File: config.mk
export PLATFORM = sky130hd
export DESIGN_NAME = calendar_date_offset_top
export DESIGN_NICKNAME = d
export VERILOG_FILES = /design/src/rtl/core/cdo_pkg.sv /design/src/rtl/core/cdo_ctrl.sv /design/src/rtl/core/cdo_datapath.sv /design/src/rtl/core/calendar_date_offset_top.sv
export SDC_FILE = /design/constraint.sdc
export NUM_CORES = 1
export LEC_CHECK = 0
export BUFFER_PORTS_ARGS = -buffer_cell sky130_fd_sc_hd__buf_2
export CORE_ASPECT_RATIO = 1.4
export CORE_MARGIN = 2
export CORE_UTILIZATION = 45
export CTS_CLUSTER_SIZE = 30
export DETAILED_ROUTE_END_ITERATION = 16
export GPL_ROUTABILITY_DRIVEN = 0
export GPL_TIMING_DRIVEN = 0
export PLACE_DENSITY_LB_ADDON = 0.1
export SYNTH_ARGS = -nofsm -noshare
export SYNTH_HDL_FRONTEND = slang
export SYNTH_SLANG_ARGS = --single-unit
File: constraint.sdc
create_clock -name clk_i -period 4.7 [get_ports clk_i]
set_input_delay 0.94 -clock clk_i [delete_from_list [all_inputs] [get_ports clk_i]]
set_output_delay 0.94 -clock clk_i [all_outputs]
set_load 0.01 [all_outputs]
File: src/rtl/core/cdo_pkg.sv
// ----------------------------------------------------------------------------
// cdo_pkg
// Shared types and constants for the calendar date offset block.
// ----------------------------------------------------------------------------
package cdo_pkg;

  // Beat field widths
  localparam int unsigned DayW    = 5;
  localparam int unsigned MonthW  = 4;
  localparam int unsigned YearW   = 16;
  localparam int unsigned OffsetW = 16;

  // Packed bus widths (data buses rounded up to whole bytes)
  localparam int unsigned InDataW  = 48;
  localparam int unsigned OutDataW = 32;
  localparam int unsigned OutUserW = 2;

  // Gregorian cycle: year mod 400 tracking
  localparam int unsigned YmodW = 9;
  localparam logic [YmodW-1:0] CycleLast = 9'd399;

  localparam logic [MonthW-1:0] MonJan = 4'd1;
  localparam logic [MonthW-1:0] MonFeb = 4'd2;
  localparam logic [MonthW-1:0] MonDec = 4'd12;
  localparam logic [DayW-1:0]   DayFirst = 5'd1;
  localparam logic [DayW-1:0]   DayDecLast = 5'd31;

  // Controller to datapath commands
  typedef struct packed {
    logic load;      // capture the input beat
    logic mod_step;  // one bit of the year mod 400 reduction
    logic check;     // latch the date check result
    logic step;      // move the date by one day
  } cdo_cmd_t;

  // Datapath to controller status
  typedef struct packed {
    logic mod_last;  // last bit of the reduction is being done
    logic date_ok;   // start date is a valid calendar date
    logic mag_zero;  // no days left to step
  } cdo_sts_t;

  // Leap year from year mod 400
  function automatic logic leap_of(input logic [YmodW-1:0] ymod);
    leap_of = (ymod[1:0] == 2'b00) && (ymod != 9'd100) && (ymod != 9'd200) &&
              (ymod != 9'd300);
  endfunction

  // Month length; zero for a month outside 1..12
  function automatic logic [DayW-1:0] month_len(input logic [MonthW-1:0] m,
                                                input logic leap);
    logic [DayW-1:0] n;
    unique case (m)
      4'd1, 4'd3, 4'd5, 4'd7, 4'd8, 4'd10, 4'd12: n = 5'd31;
      4'd4, 4'd6, 4'd9, 4'd11:                    n = 5'd30;
      MonFeb:                                     n = leap ? 5'd29 : 5'd28;
      default:                                    n = 5'd0;
    endcase
    month_len = n;
  endfunction

endpackage

File: src/rtl/core/cdo_ctrl.sv
// ----------------------------------------------------------------------------
// cdo_ctrl
// Sequencer: accept a beat, reduce the year, check the date, step days,
// hold the result until it is taken.
// ----------------------------------------------------------------------------
module cdo_ctrl import cdo_pkg::*; (
  input  logic     clk_i,
  input  logic     rst_ni,
  input  logic     in_valid_i,
  output logic     in_ready_o,
  output logic     out_valid_o,
  input  logic     out_ready_i,
  input  cdo_sts_t sts_i,
  output cdo_cmd_t cmd_o
);

  typedef enum logic [4:0] {
    S_IDLE  = 5'b00001,
    S_MOD   = 5'b00010,
    S_CHECK = 5'b00100,
    S_STEP  = 5'b01000,
    S_DONE  = 5'b10000
  } state_e;

  state_e state_q, state_d;

  // Next state and commands
  always_comb begin
    state_d = state_q;
    cmd_o   = '0;
    unique case (state_q)
      S_IDLE: begin
        if (in_valid_i) begin
          cmd_o.load = 1'b1;
          state_d    = S_MOD;
        end
      end
      S_MOD: begin
        cmd_o.mod_step = 1'b1;
        if (sts_i.mod_last) state_d = S_CHECK;
      end
      S_CHECK: begin
        cmd_o.check = 1'b1;
        if (sts_i.date_ok) state_d = S_STEP;
        else               state_d = S_DONE;
      end
      S_STEP: begin
        if (sts_i.mag_zero) state_d = S_DONE;
        else                cmd_o.step = 1'b1;
      end
      S_DONE: begin
        if (out_ready_i) state_d = S_IDLE;
      end
      default: state_d = S_IDLE;
    endcase
  end

  always_ff @(posedge clk_i or negedge rst_ni) begin
    if (!rst_ni) state_q <= S_IDLE;
    else         state_q <= state_d;
  end

  assign in_ready_o  = (state_q == S_IDLE);
  assign out_valid_o = (state_q == S_DONE);

endmodule

File: src/rtl/core/cdo_datapath.sv
// ----------------------------------------------------------------------------
// cdo_datapath
// Date registers, year mod 400 reducer, date check and one-day stepper.
// ----------------------------------------------------------------------------
module cdo_datapath import cdo_pkg::*; #(
  parameter int unsigned OFFSET_BITS = 16,
  parameter int unsigned YEAR_BITS   = 16
) (
  input  logic               clk_i,
  input  logic               rst_ni,
  input  cdo_cmd_t           cmd_i,
  output cdo_sts_t           sts_o,
  input  logic [DayW-1:0]    day_in_i,
  input  logic [MonthW-1:0]  month_in_i,
  input  logic [YearW-1:0]   year_in_i,
  input  logic [OffsetW-1:0] day_offset_i,
  output logic [DayW-1:0]    day_out_o,
  output logic [MonthW-1:0]  month_out_o,
  output logic [YearW-1:0]   year_out_o,
  output logic               input_valid_o,
  output logic               range_error_o
);

  localparam int unsigned CntW = $clog2(YEAR_BITS);
  localparam logic [YEAR_BITS-1:0] YearMax = '1;
  localparam logic [YEAR_BITS-1:0] YearMin = YEAR_BITS'(1);

  logic [DayW-1:0]        day_q;
  logic [MonthW-1:0]      month_q;
  logic [YEAR_BITS-1:0]   year_q;
  logic [YmodW-1:0]       ymod_q;
  logic [CntW-1:0]        bcnt_q;
  logic [OFFSET_BITS-1:0] mag_q;
  logic                   back_q;
  logic                   valid_q;
  logic                   rerr_q;

  logic [OFFSET_BITS-1:0] raw;
  logic [YmodW:0]         ymod_sh;
  logic [YmodW-1:0]       ymod_red;
  logic                   leap;
  logic [DayW-1:0]        len_cur;
  logic [DayW-1:0]        len_prev;
  logic                   at_bound;

  // Offset taken in OFFSET_BITS, sign from its top bit
  assign raw = OFFSET_BITS'(day_offset_i);

  // One bit of year mod 400, MSB first
  assign ymod_sh  = {ymod_q, year_q[bcnt_q]};
  assign ymod_red = (ymod_sh >= 10'd400) ? YmodW'(ymod_sh - 10'd400) : YmodW'(ymod_sh);

  assign leap     = leap_of(ymod_q);
  assign len_cur  = month_len(month_q, leap);
  assign len_prev = month_len(month_q - MonthW'(1), leap);

  // First or last representable date in the stepping direction
  assign at_bound = back_q ?
      (year_q == YearMin && month_q == MonJan && day_q == DayFirst) :
      (year_q == YearMax && month_q == MonDec && day_q == DayDecLast);

  assign sts_o.mod_last = (bcnt_q == '0);
  assign sts_o.date_ok  = (year_q != '0) && (day_q != '0) && (day_q <= len_cur);
  assign sts_o.mag_zero = (mag_q == '0);

  // Payload registers
  always_ff @(posedge clk_i) begin
    if (cmd_i.load) begin
      day_q   <= day_in_i;
      month_q <= month_in_i;
      year_q  <= YEAR_BITS'(year_in_i);
      ymod_q  <= '0;
      bcnt_q  <= CntW'(YEAR_BITS - 1);
      back_q  <= raw[OFFSET_BITS-1];
      mag_q   <= raw[OFFSET_BITS-1] ? (~raw + OFFSET_BITS'(1)) : raw;
    end else if (cmd_i.mod_step) begin
      ymod_q <= ymod_red;
      bcnt_q <= bcnt_q - CntW'(1);
    end else if (cmd_i.step) begin
      if (at_bound) begin
        mag_q <= '0;
      end else begin
        mag_q <= mag_q - OFFSET_BITS'(1);
        if (!back_q) begin
          // forward one day
          if (day_q == len_cur) begin
            day_q <= DayFirst;
            if (month_q == MonDec) begin
              month_q <= MonJan;
              year_q  <= year_q + YEAR_BITS'(1);
              ymod_q  <= (ymod_q == CycleLast) ? '0 : ymod_q + YmodW'(1);
            end else begin
              month_q <= month_q + MonthW'(1);
            end
          end else begin
            day_q <= day_q + DayW'(1);
          end
        end else begin
          // back one day
          if (day_q == DayFirst) begin
            if (month_q == MonJan) begin
              month_q <= MonDec;
              day_q   <= DayDecLast;
              year_q  <= year_q - YEAR_BITS'(1);
              ymod_q  <= (ymod_q == '0) ? CycleLast : ymod_q - YmodW'(1);
            end else begin
              month_q <= month_q - MonthW'(1);
              day_q   <= len_prev;
            end
          end else begin
            day_q <= day_q - DayW'(1);
          end
        end
      end
    end
  end

  // Result flags
  always_ff @(posedge clk_i or negedge rst_ni) begin
    if (!rst_ni) begin
      valid_q <= 1'b0;
      rerr_q  <= 1'b0;
    end else if (cmd_i.load) begin
      valid_q <= 1'b0;
      rerr_q  <= 1'b0;
    end else if (cmd_i.check) begin
      valid_q <= sts_o.date_ok;
    end else if (cmd_i.step && at_bound) begin
      rerr_q <= 1'b1;
    end
  end

  assign day_out_o     = day_q;
  assign month_out_o   = month_q;
  assign year_out_o    = YearW'(year_q);
  assign input_valid_o = valid_q;
  assign range_error_o = rerr_q;

  // Checks
  a_step_needs_days: assert property (@(posedge clk_i) disable iff (!rst_ni)
    cmd_i.step |-> (mag_q != '0))
    else $error("day step issued with no days left");

  a_ymod_in_cycle: assert property (@(posedge clk_i) disable iff (!rst_ni)
    cmd_i.step |-> (ymod_q <= CycleLast))
    else $error("year mod 400 out of range");

  a_step_counts: assert property (@(posedge clk_i) disable iff (!rst_ni)
    (cmd_i.step && !at_bound) |=> (mag_q == $past(mag_q) - OFFSET_BITS'(1)))
    else $error("day counter did not count down");

  a_rerr_valid: assert property (@(posedge clk_i) disable iff (!rst_ni)
    rerr_q |-> valid_q)
    else $error("range error on an invalid start date");

endmodule

File: src/rtl/core/calendar_date_offset_top.sv
// Flow: from input beat to result, year mod 400 is reduced one bit per cycle,
//   the date is checked, then one day is stepped per cycle; an invalid date
//   skips stepping, a saturating run stops at the bound.
// Throughput: one item at a time; the next beat is taken after the result beat.
// Reset: asynchronous, active low; returns to idle with no result pending.
// ----------------------------------------------------------------------------
// calendar_date_offset_top
// Gregorian date plus a signed number of days, with date check and
// saturation at the first and last representable dates.
// ----------------------------------------------------------------------------
module calendar_date_offset_top import cdo_pkg::*; #(
  parameter int unsigned OFFSET_BITS = 16,
  parameter int unsigned YEAR_BITS   = 16
) (
  input  logic                clk_i,
  input  logic                rst_ni,
  input  logic                s_axis_tvalid,
  output logic                s_axis_tready,
  // day_in[4:0], month_in[8:5], year_in[24:9], day_offset[40:25], zero pad
  input  logic [InDataW-1:0]  s_axis_tdata,
  output logic                m_axis_tvalid,
  input  logic                m_axis_tready,
  // day_out[4:0], month_out[8:5], year_out[24:9], zero pad
  output logic [OutDataW-1:0] m_axis_tdata,
  // input_valid[0], range_error[1]
  output logic [OutUserW-1:0] m_axis_tuser
);

  cdo_cmd_t cmd;
  cdo_sts_t sts;

  logic [DayW-1:0]   day_out;
  logic [MonthW-1:0] month_out;
  logic [YearW-1:0]  year_out;
  logic              input_valid;
  logic              range_error;

  cdo_ctrl u_ctrl (
    .clk_i       (clk_i),
    .rst_ni      (rst_ni),
    .in_valid_i  (s_axis_tvalid),
    .in_ready_o  (s_axis_tready),
    .out_valid_o (m_axis_tvalid),
    .out_ready_i (m_axis_tready),
    .sts_i       (sts),
    .cmd_o       (cmd)
  );

  cdo_datapath #(
    .OFFSET_BITS (OFFSET_BITS),
    .YEAR_BITS   (YEAR_BITS)
  ) u_datapath (
    .clk_i         (clk_i),
    .rst_ni        (rst_ni),
    .cmd_i         (cmd),
    .sts_o         (sts),
    .day_in_i      (s_axis_tdata[4:0]),
    .month_in_i    (s_axis_tdata[8:5]),
    .year_in_i     (s_axis_tdata[24:9]),
    .day_offset_i  (s_axis_tdata[40:25]),
    .day_out_o     (day_out),
    .month_out_o   (month_out),
    .year_out_o    (year_out),
    .input_valid_o (input_valid),
    .range_error_o (range_error)
  );

  // Result beat packing
  assign m_axis_tdata = {7'd0, year_out, month_out, day_out};
  assign m_axis_tuser = {range_error, input_valid};

endmodule
# Yosys cells after proc, flatten, opt, wreduce, memory -nomap -nowiden
# Index checks and enable logic that the tools add are counted.
totals:
  regBits: 62
  memories: 0
  latchBits: 0
  in_bits: 52
  ram_bits: 0
  elab_cells: 176
  rom_bits: 0
op_classes:
  div: 0
  eq_ne: 50
  shifts: 0
  reduce_logical: 35
  bitwise: 1
  n_lt_le_gt_ge: 3
  muxes: 65
  addsub: 12
  multipliers: 0
ops:
  columns: ["operator", "n"]
  rows:
  - ["16-bit 2-to-1 mux", 14]
  - ["9-bit 2-to-1 mux", 11]
  - ["5-bit 2-to-1 mux", 13]
  - ["4-bit equality test (second input constant)", 10]
  - ["4-bit 2-to-1 mux", 9]
  - ["16-bit by 1-bit adder with 16-bit output (second input constant)", 2]
  - ["4-bit by 3-bit equality test with 1-bit output (second input constant)", 8]
  - ["16-bit by 1-bit subtractor with 16-bit output (second input constant)", 2]
  - ["5-bit case mux with 3 select lines", 2]
  - ["5-bit case mux with 5 select lines", 1]
  - ["16-bit by 1-bit equality test with 1-bit output (second input constant)", 1]
  - ["16-bit equality test (second input constant)", 1]
  - ["4-bit by 2-bit equality test with 1-bit output (second input constant)", 4]
  - ["16-bit zero test", 1]
  - ["16-bit inverter", 1]
  - ["16-bit nonzero test", 1]
  - ["1-bit 2-to-1 mux", 14]
  - ["7-bit OR reduction", 2]
  - ["3-bit != test (second input constant)", 4]
  - ["3-bit nonzero test", 4]
  - ["5-bit by 1-bit equality test with 1-bit output (second input constant)", 2]
  - ["5-bit equality test (second input constant)", 2]
  - ["10-bit by 9-bit greater-or-equal comparator with 1-bit output (second input constant)", 1]
  - ["1-bit logical AND", 10]
  - ["other kinds (33)", 46]

# Depth between registers and ports, before layout
depth:
  word_depth: 13
  ltp_mapped: 14

# Hierarchy
# Synthesis repeated with hierarchy kept, for this count alone.
hier_totals:
  hier_cells: 651
  area_unflattened_um2: 5577.8
modules_own_cells:
  columns: ["module", "cells_per_inst", "area_each_um2", "n_inst"]
  rows:
  - ["cdo_datapath", 601, 5127.4, 1]
  - ["cdo_ctrl", 40, 379.1, 1]
  - ["calendar_date_offset_top", 10, 71.3, 1]

# Worst setup path before layout
# OpenSTA, ideal clock, no wires.
synth_timing:
  kind: "reg-to-reg"
  start: "register u_datapath.month_q[0], in the netlist u_datapath.month_out_o[0]"
  end: "register u_datapath.year_q[0], in the netlist u_datapath.year_out_o[0] (enable)"
  period_less_slack_ps: 4007
  slack_ps: 693
  stages_incl_launch_ff: 14
  arrival_ps: 3596
  setup_ps: 411
  path_cell_list: "edfxtp_1 clkbuf_1 inv_1 ha_1 o21bai_1 a32oi_1 o32ai_1 o31a_1 ha_1 and4_1 nand2_1 o21ai_0 nand3_1 o21ai_0"
synth_between:
  elab_chain_len: 6
  word_cells_on_any_way: 26
  cone_classes: "15 x eq/ne; 2 x mux; 9 x reduce/logical"
synth_rtl:
  columns: ["element", "line_no", "text"]
  rows:
  - ["start, declared", "cdo_datapath.sv:29", "logic [MonthW-1:0] month_q;"]
  - ["start signal, assigned", "cdo_datapath.sv:70", "month_q <= month_in_i;"]
  - ["start signal, assigned", "cdo_datapath.sv:89", "month_q <= MonJan;"]
  - ["start signal, assigned", "cdo_datapath.sv:93", "month_q <= month_q + MonthW'(1);"]
  - ["4-bit by 2-bit equality test with 1-bit output, or another cell as far along", "cdo_pkg.sv:53", "unique case (m)"]
  - ["7-bit OR reduction, or another cell as far along", "cdo_pkg.sv:53", null]
  - ["5-bit case mux with 3 select lines, or another cell as far along", "cdo_pkg.sv:53", null]
  - ["5-bit equality test or 1-bit 2-to-1 mux (tied branches)", "cdo_datapath.sv:86, cdo_datapath.sv:58", null]
  - ["3-bit nonzero test (no line) or 2-bit != test (tied branches)", null, null]
  - ["7-bit AND reduction (no line) *", null, null]
  - ["end signal, assigned", "cdo_datapath.sv:71", "year_q <= YEAR_BITS'(year_in_i);"]
  - ["end signal, assigned", "cdo_datapath.sv:90", "year_q <= year_q + YEAR_BITS'(1);"]
  - ["end signal, assigned", "cdo_datapath.sv:104", "year_q <= year_q - YEAR_BITS'(1);"]
  - ["end, declared", "cdo_datapath.sv:30", "logic [YEAR_BITS-1:0] year_q;"]
# Every way passes the cells marked *; elsewhere a longest branch is shown, timed or not.
# A chain may end at the register's enable or synchronous reset.

# Final worst setup path
layout_timing:
  start: "register u_datapath.month_q[0], in the netlist u_datapath.month_out_o[0]"
  end: "register u_datapath.year_q[1], in the netlist u_datapath.year_out_o[1] (enable)"
# The elaborated chain is that of the path after synthesis.

==> run_results.csv <==
group,metric,value,unit
yosys,synthSimpleGateAreaFrac,25.5,%
timing,fin_tns_setup,0,ns
critical_path,critical_path.top_delay_family,"compound AO/OA/AOI/OAI gates",
yosys,synthesis.yosys.warnings,0,
timing,finalMaxSlewViolations,0,
drt,route.detailed.wl_per_inst,18.6,um
timing,timing.final.crit_period,3.95,ns
outcome,run_status,"completed",
die,die-area,12900,um2
timing,grt_setup_unrepaired,"false",
yosys,netlist-cell-type-count,77,
drt,drc,0,
timing,max_clock_freq,253,MHz
clock_tree,worstSkewPairLatency,0.34,ns
yosys,synth_edf_count,42,
clock_tree,numCtsBuffers,9,
clock_tree,cts_buffer_depth,2,
critical_path,critPathMostFrequentCell,"ha_1",
timing,relSlewSlack,30.1,%
drt,detail_route.wirelength,16.7,mm
drt,postRouteAntennaNets,0,
yosys,postSynthCellCount,654,
global_routing,grt_util_all_layers,25.5,%
drt,firstDrtPassIters,6,
global_routing,antenna_found_initial,0,
die,width_of_the_chip,96.7,um
critical_path,end_kind,"flip-flop",
power,p_leak,2.50,nW
cells_and_area,number_of_antenna_cells_inserted,0,
die,std_cell_rows,47,
die,top_level_ports,88,
power,power_per_cell_area,628,nW/um2
timing,finalHoldViolations,0,
critical_path,cp_slowest_stage_delay,0.55,ns
clock_tree,clock_tree_from_tritoncts,"yes",
clock_tree,cts_num_sinks,62,
global_routing,grt_max_degree,17,
drt,routed_via_density,6.05,
yosys,proportion_of_synthesized_area_in_mux_cells,3.19,%
placed_design,place_hpwl,12.9,mm
worst_hold_path,type_of_the_worst_min_delay_path,"primary input to asynchronous set/reset pin",
power,power,3.94,mW
timing,period_share,84.0,%
critical_path,timing_worst_setup_path_type,"flip-flop to flip-flop",
yosys,combinational_family_with_the_most_area_after_synthesis,"simple AND/OR/NAND/NOR gates",
yosys,synthesized_area,5410,um2
yosys,ys_seq_elements,62,
die,initial_utilization,46.0,%
clock_tree,hold_buffers,0,
critical_path,slowest_cell_on_the_critical_path,"o21ai_1",
cells_and_area,finish.net_count,823,
placed_design,number_of_port_buffers,73,
critical_path,cp-start-kind,"flip-flop",
global_routing,grt_pass1_wl,26.6,mm
timing,worstMarginPinSlew,1.05,ns
clock_tree,ctsResizeCount,0,
global_routing,grt.overflow.total,0,
critical_path,worst-endpoint-required,4.74,ns
critical_path,timing.critical_path.arrival,3.99,ns
cells_and_area,syn_to_final_growth,16.1,%
critical_path,path_max_fanout,11,
yosys,yosys.area_share.xor_xnor,8.74,%
die,chipHeight,134,um
clock_tree,number_of_post_cts_setup_repair_buffers,0,
yosys,synth_compound_area_share,19.0,%
yosys,synthesis.area_per_instance,8.28,um2
yosys,synthAdderAreaFrac,6.01,%
clock_tree,clk_pin_slew_worst_paths,0.06,ns
die,core_region_area,11800,um2
critical_path,crit_path_cell_trace,"clkbuf_1 -> inv_1 -> ha_1 -> o21bai_1 -> a32oi_1 -> o32ai_1 -> o31a_1 -> ha_1 -> and4_1 -> nand2_1 -> o21ai_0 -> nand3_1 -> o21ai_1 -> buf_4",
critical_path,ff2ff_setup_slack,0.75,ns
global_routing,number_of_global_route_vias_before_repair,5413,
drt,detail_route.iter0.violations,386,
yosys,synth-main-ff-cell,"edfxtp_1",
clock_tree,cts_max_level,3,
power,vdd_drop_max,0.341,mV
clock_tree,cts_root_buf,"clkbuf_16",
flow_run,drv_cap,0,
yosys,ys_async_sr_fraction,11.3,%
cells_and_area,mostFrequentLayoutCells,"buf_2 (78), nand2_1 (77), nor2_1 (52), edfxtp_1 (42), o21ai_0 (38)",
cells_and_area,final_layout_size_suffix_gt1_share,17.2,%
timing,fin_skew,0.00844,ns
yosys,synth_sequential_area_ratio,31.4,%
timing,finalSetupViolations,0,
critical_path,crit_buf_inv,3,
drt,num_vias,5427,
cells_and_area,mostFrequentLayoutCell,"buf_2",
==> report_power, final <==
group          switching [mW]  internal [mW]
clock network           0.260          0.406
registers               0.247          0.906
logic                    1.31          0.813
==> synth_stat cells, types with 5 or more instances <==
master | n | share of area [%]
dfxtp_1 | 13 | 4.8
o22ai_1 | 15 | 1.7
xor2_1 | 26 | 4.2
nand2_1 | 77 | 5.3
a221oi_1 | 7 | 1.1
nand3_1 | 24 | 2.2
dfrtp_1 | 6 | 2.8
clkbuf_1 | 30 | 2.1
edfxtp_1 | 42 | 23
nand2b_1 | 6 | 0.69
nor2_1 | 52 | 3.6
mux2i_1 | 15 | 2.8
nand4_1 | 11 | 1.3
and3_1 | 11 | 1.3
and2_1 | 6 | 0.69
buf_2 | 5 | 0.46
nor4_1 | 10 | 1.2
a31oi_1 | 11 | 1.3
xnor2_1 | 28 | 4.5
a32oi_1 | 5 | 0.81
o21ai_0 | 39 | 3.6
nor3b_1 | 5 | 0.69
a21oi_1 | 31 | 2.9
ha_1 | 26 | 6.0
buf_4 | 9 | 1.2
nor3_1 | 19 | 1.8
o31ai_1 | 7 | 0.97
inv_1 | 27 | 1.9
or4_1 | 5 | 0.69
==> cell type report <==
class	instances	area (um2)
inverter	27	101
sequential	62	1700
fill	1151	5480
clock buffer	9	225
buffer	49	233
multi-input combinational	522	3400
tap	147	184
clock inverter	7	65.1
timing repair buffer	74	373
==> path summary, 6_finish.rpt <==
path | start | end | cells past startpoint
worst max-delay path | u_datapath.month_out_o[0]$_DFFE_PP_ | u_datapath.year_out_o[1]$_DFFE_PP_ | 14
worst min-delay path | rst_ni | u_datapath.input_valid_o$_DFFE_PN0P_ | 1
worst max register to register | u_datapath.month_out_o[0]$_DFFE_PP_ | u_datapath.year_out_o[1]$_DFFE_PP_ | 14
worst min register to register | u_datapath.input_valid_o$_DFFE_PN0P_ | u_datapath.input_valid_o$_DFFE_PN0P_ | 2
max in group asynchronous | rst_ni | u_ctrl.state_q[0]$_DFFE_PN1P_ | 1
min in group clk_i | u_datapath.input_valid_o$_DFFE_PN0P_ | u_datapath.input_valid_o$_DFFE_PN0P_ | 2
==> state kept, by name, indices dropped and copies added (netlist names) <==
name,cells
u_ctrl.state_q,5
u_datapath.back_q,1
u_datapath.bcnt_q,4
u_datapath.day_out_o,5
u_datapath.input_valid_o,1
u_datapath.mag_q,16
u_datapath.month_out_o,4
u_datapath.range_error_o,1
u_datapath.year_out_o,16
u_datapath.ymod_q,9
==> kinds of logic after synthesis <==
kind of cell / after synthesis
xor gates and xnor gates: 54
other: 1
DFF: 62
adders and majority gates: 26
buffers and inverters: 76
and+or+nand+nor: 263
AOI/OAI and AO/OA: 156
muxes: 16
==> metrics by stage <==
| stage | cell area (um2) | setup slack (ns) | hold slack, ns | util [%] | instances |
|---|---|---|---|---|---|
| after detailed placement | 5990 | 0.797 | 0.534 | 50.9 | 881 |
| after global placement | 5980 | -0.232 | 0.513 | 50.9 | 880 |
| after CTS | 6280 | 0.769 | 0.425 | 53.4 | 897 |
| final | 6280 | 0.752 | 0.424 | 53.4 | 897 |
| after floorplan | 5440 | 0.693 | 0.464 | - | 660 |
| after global routing | 6280 | 0.470 | 0.426 | 53.4 | 897 |
==> layer usage <==
metal | track usage, % | share of wire [%]
met1 | 27.3 | 38
met2 | 47.4 | 53
met3 | 4.30 | 4.4
met4 | 13.7 | 4.3
met5 | 0 | 0
No activity file was read; power rests on OpenSTA's default activity.
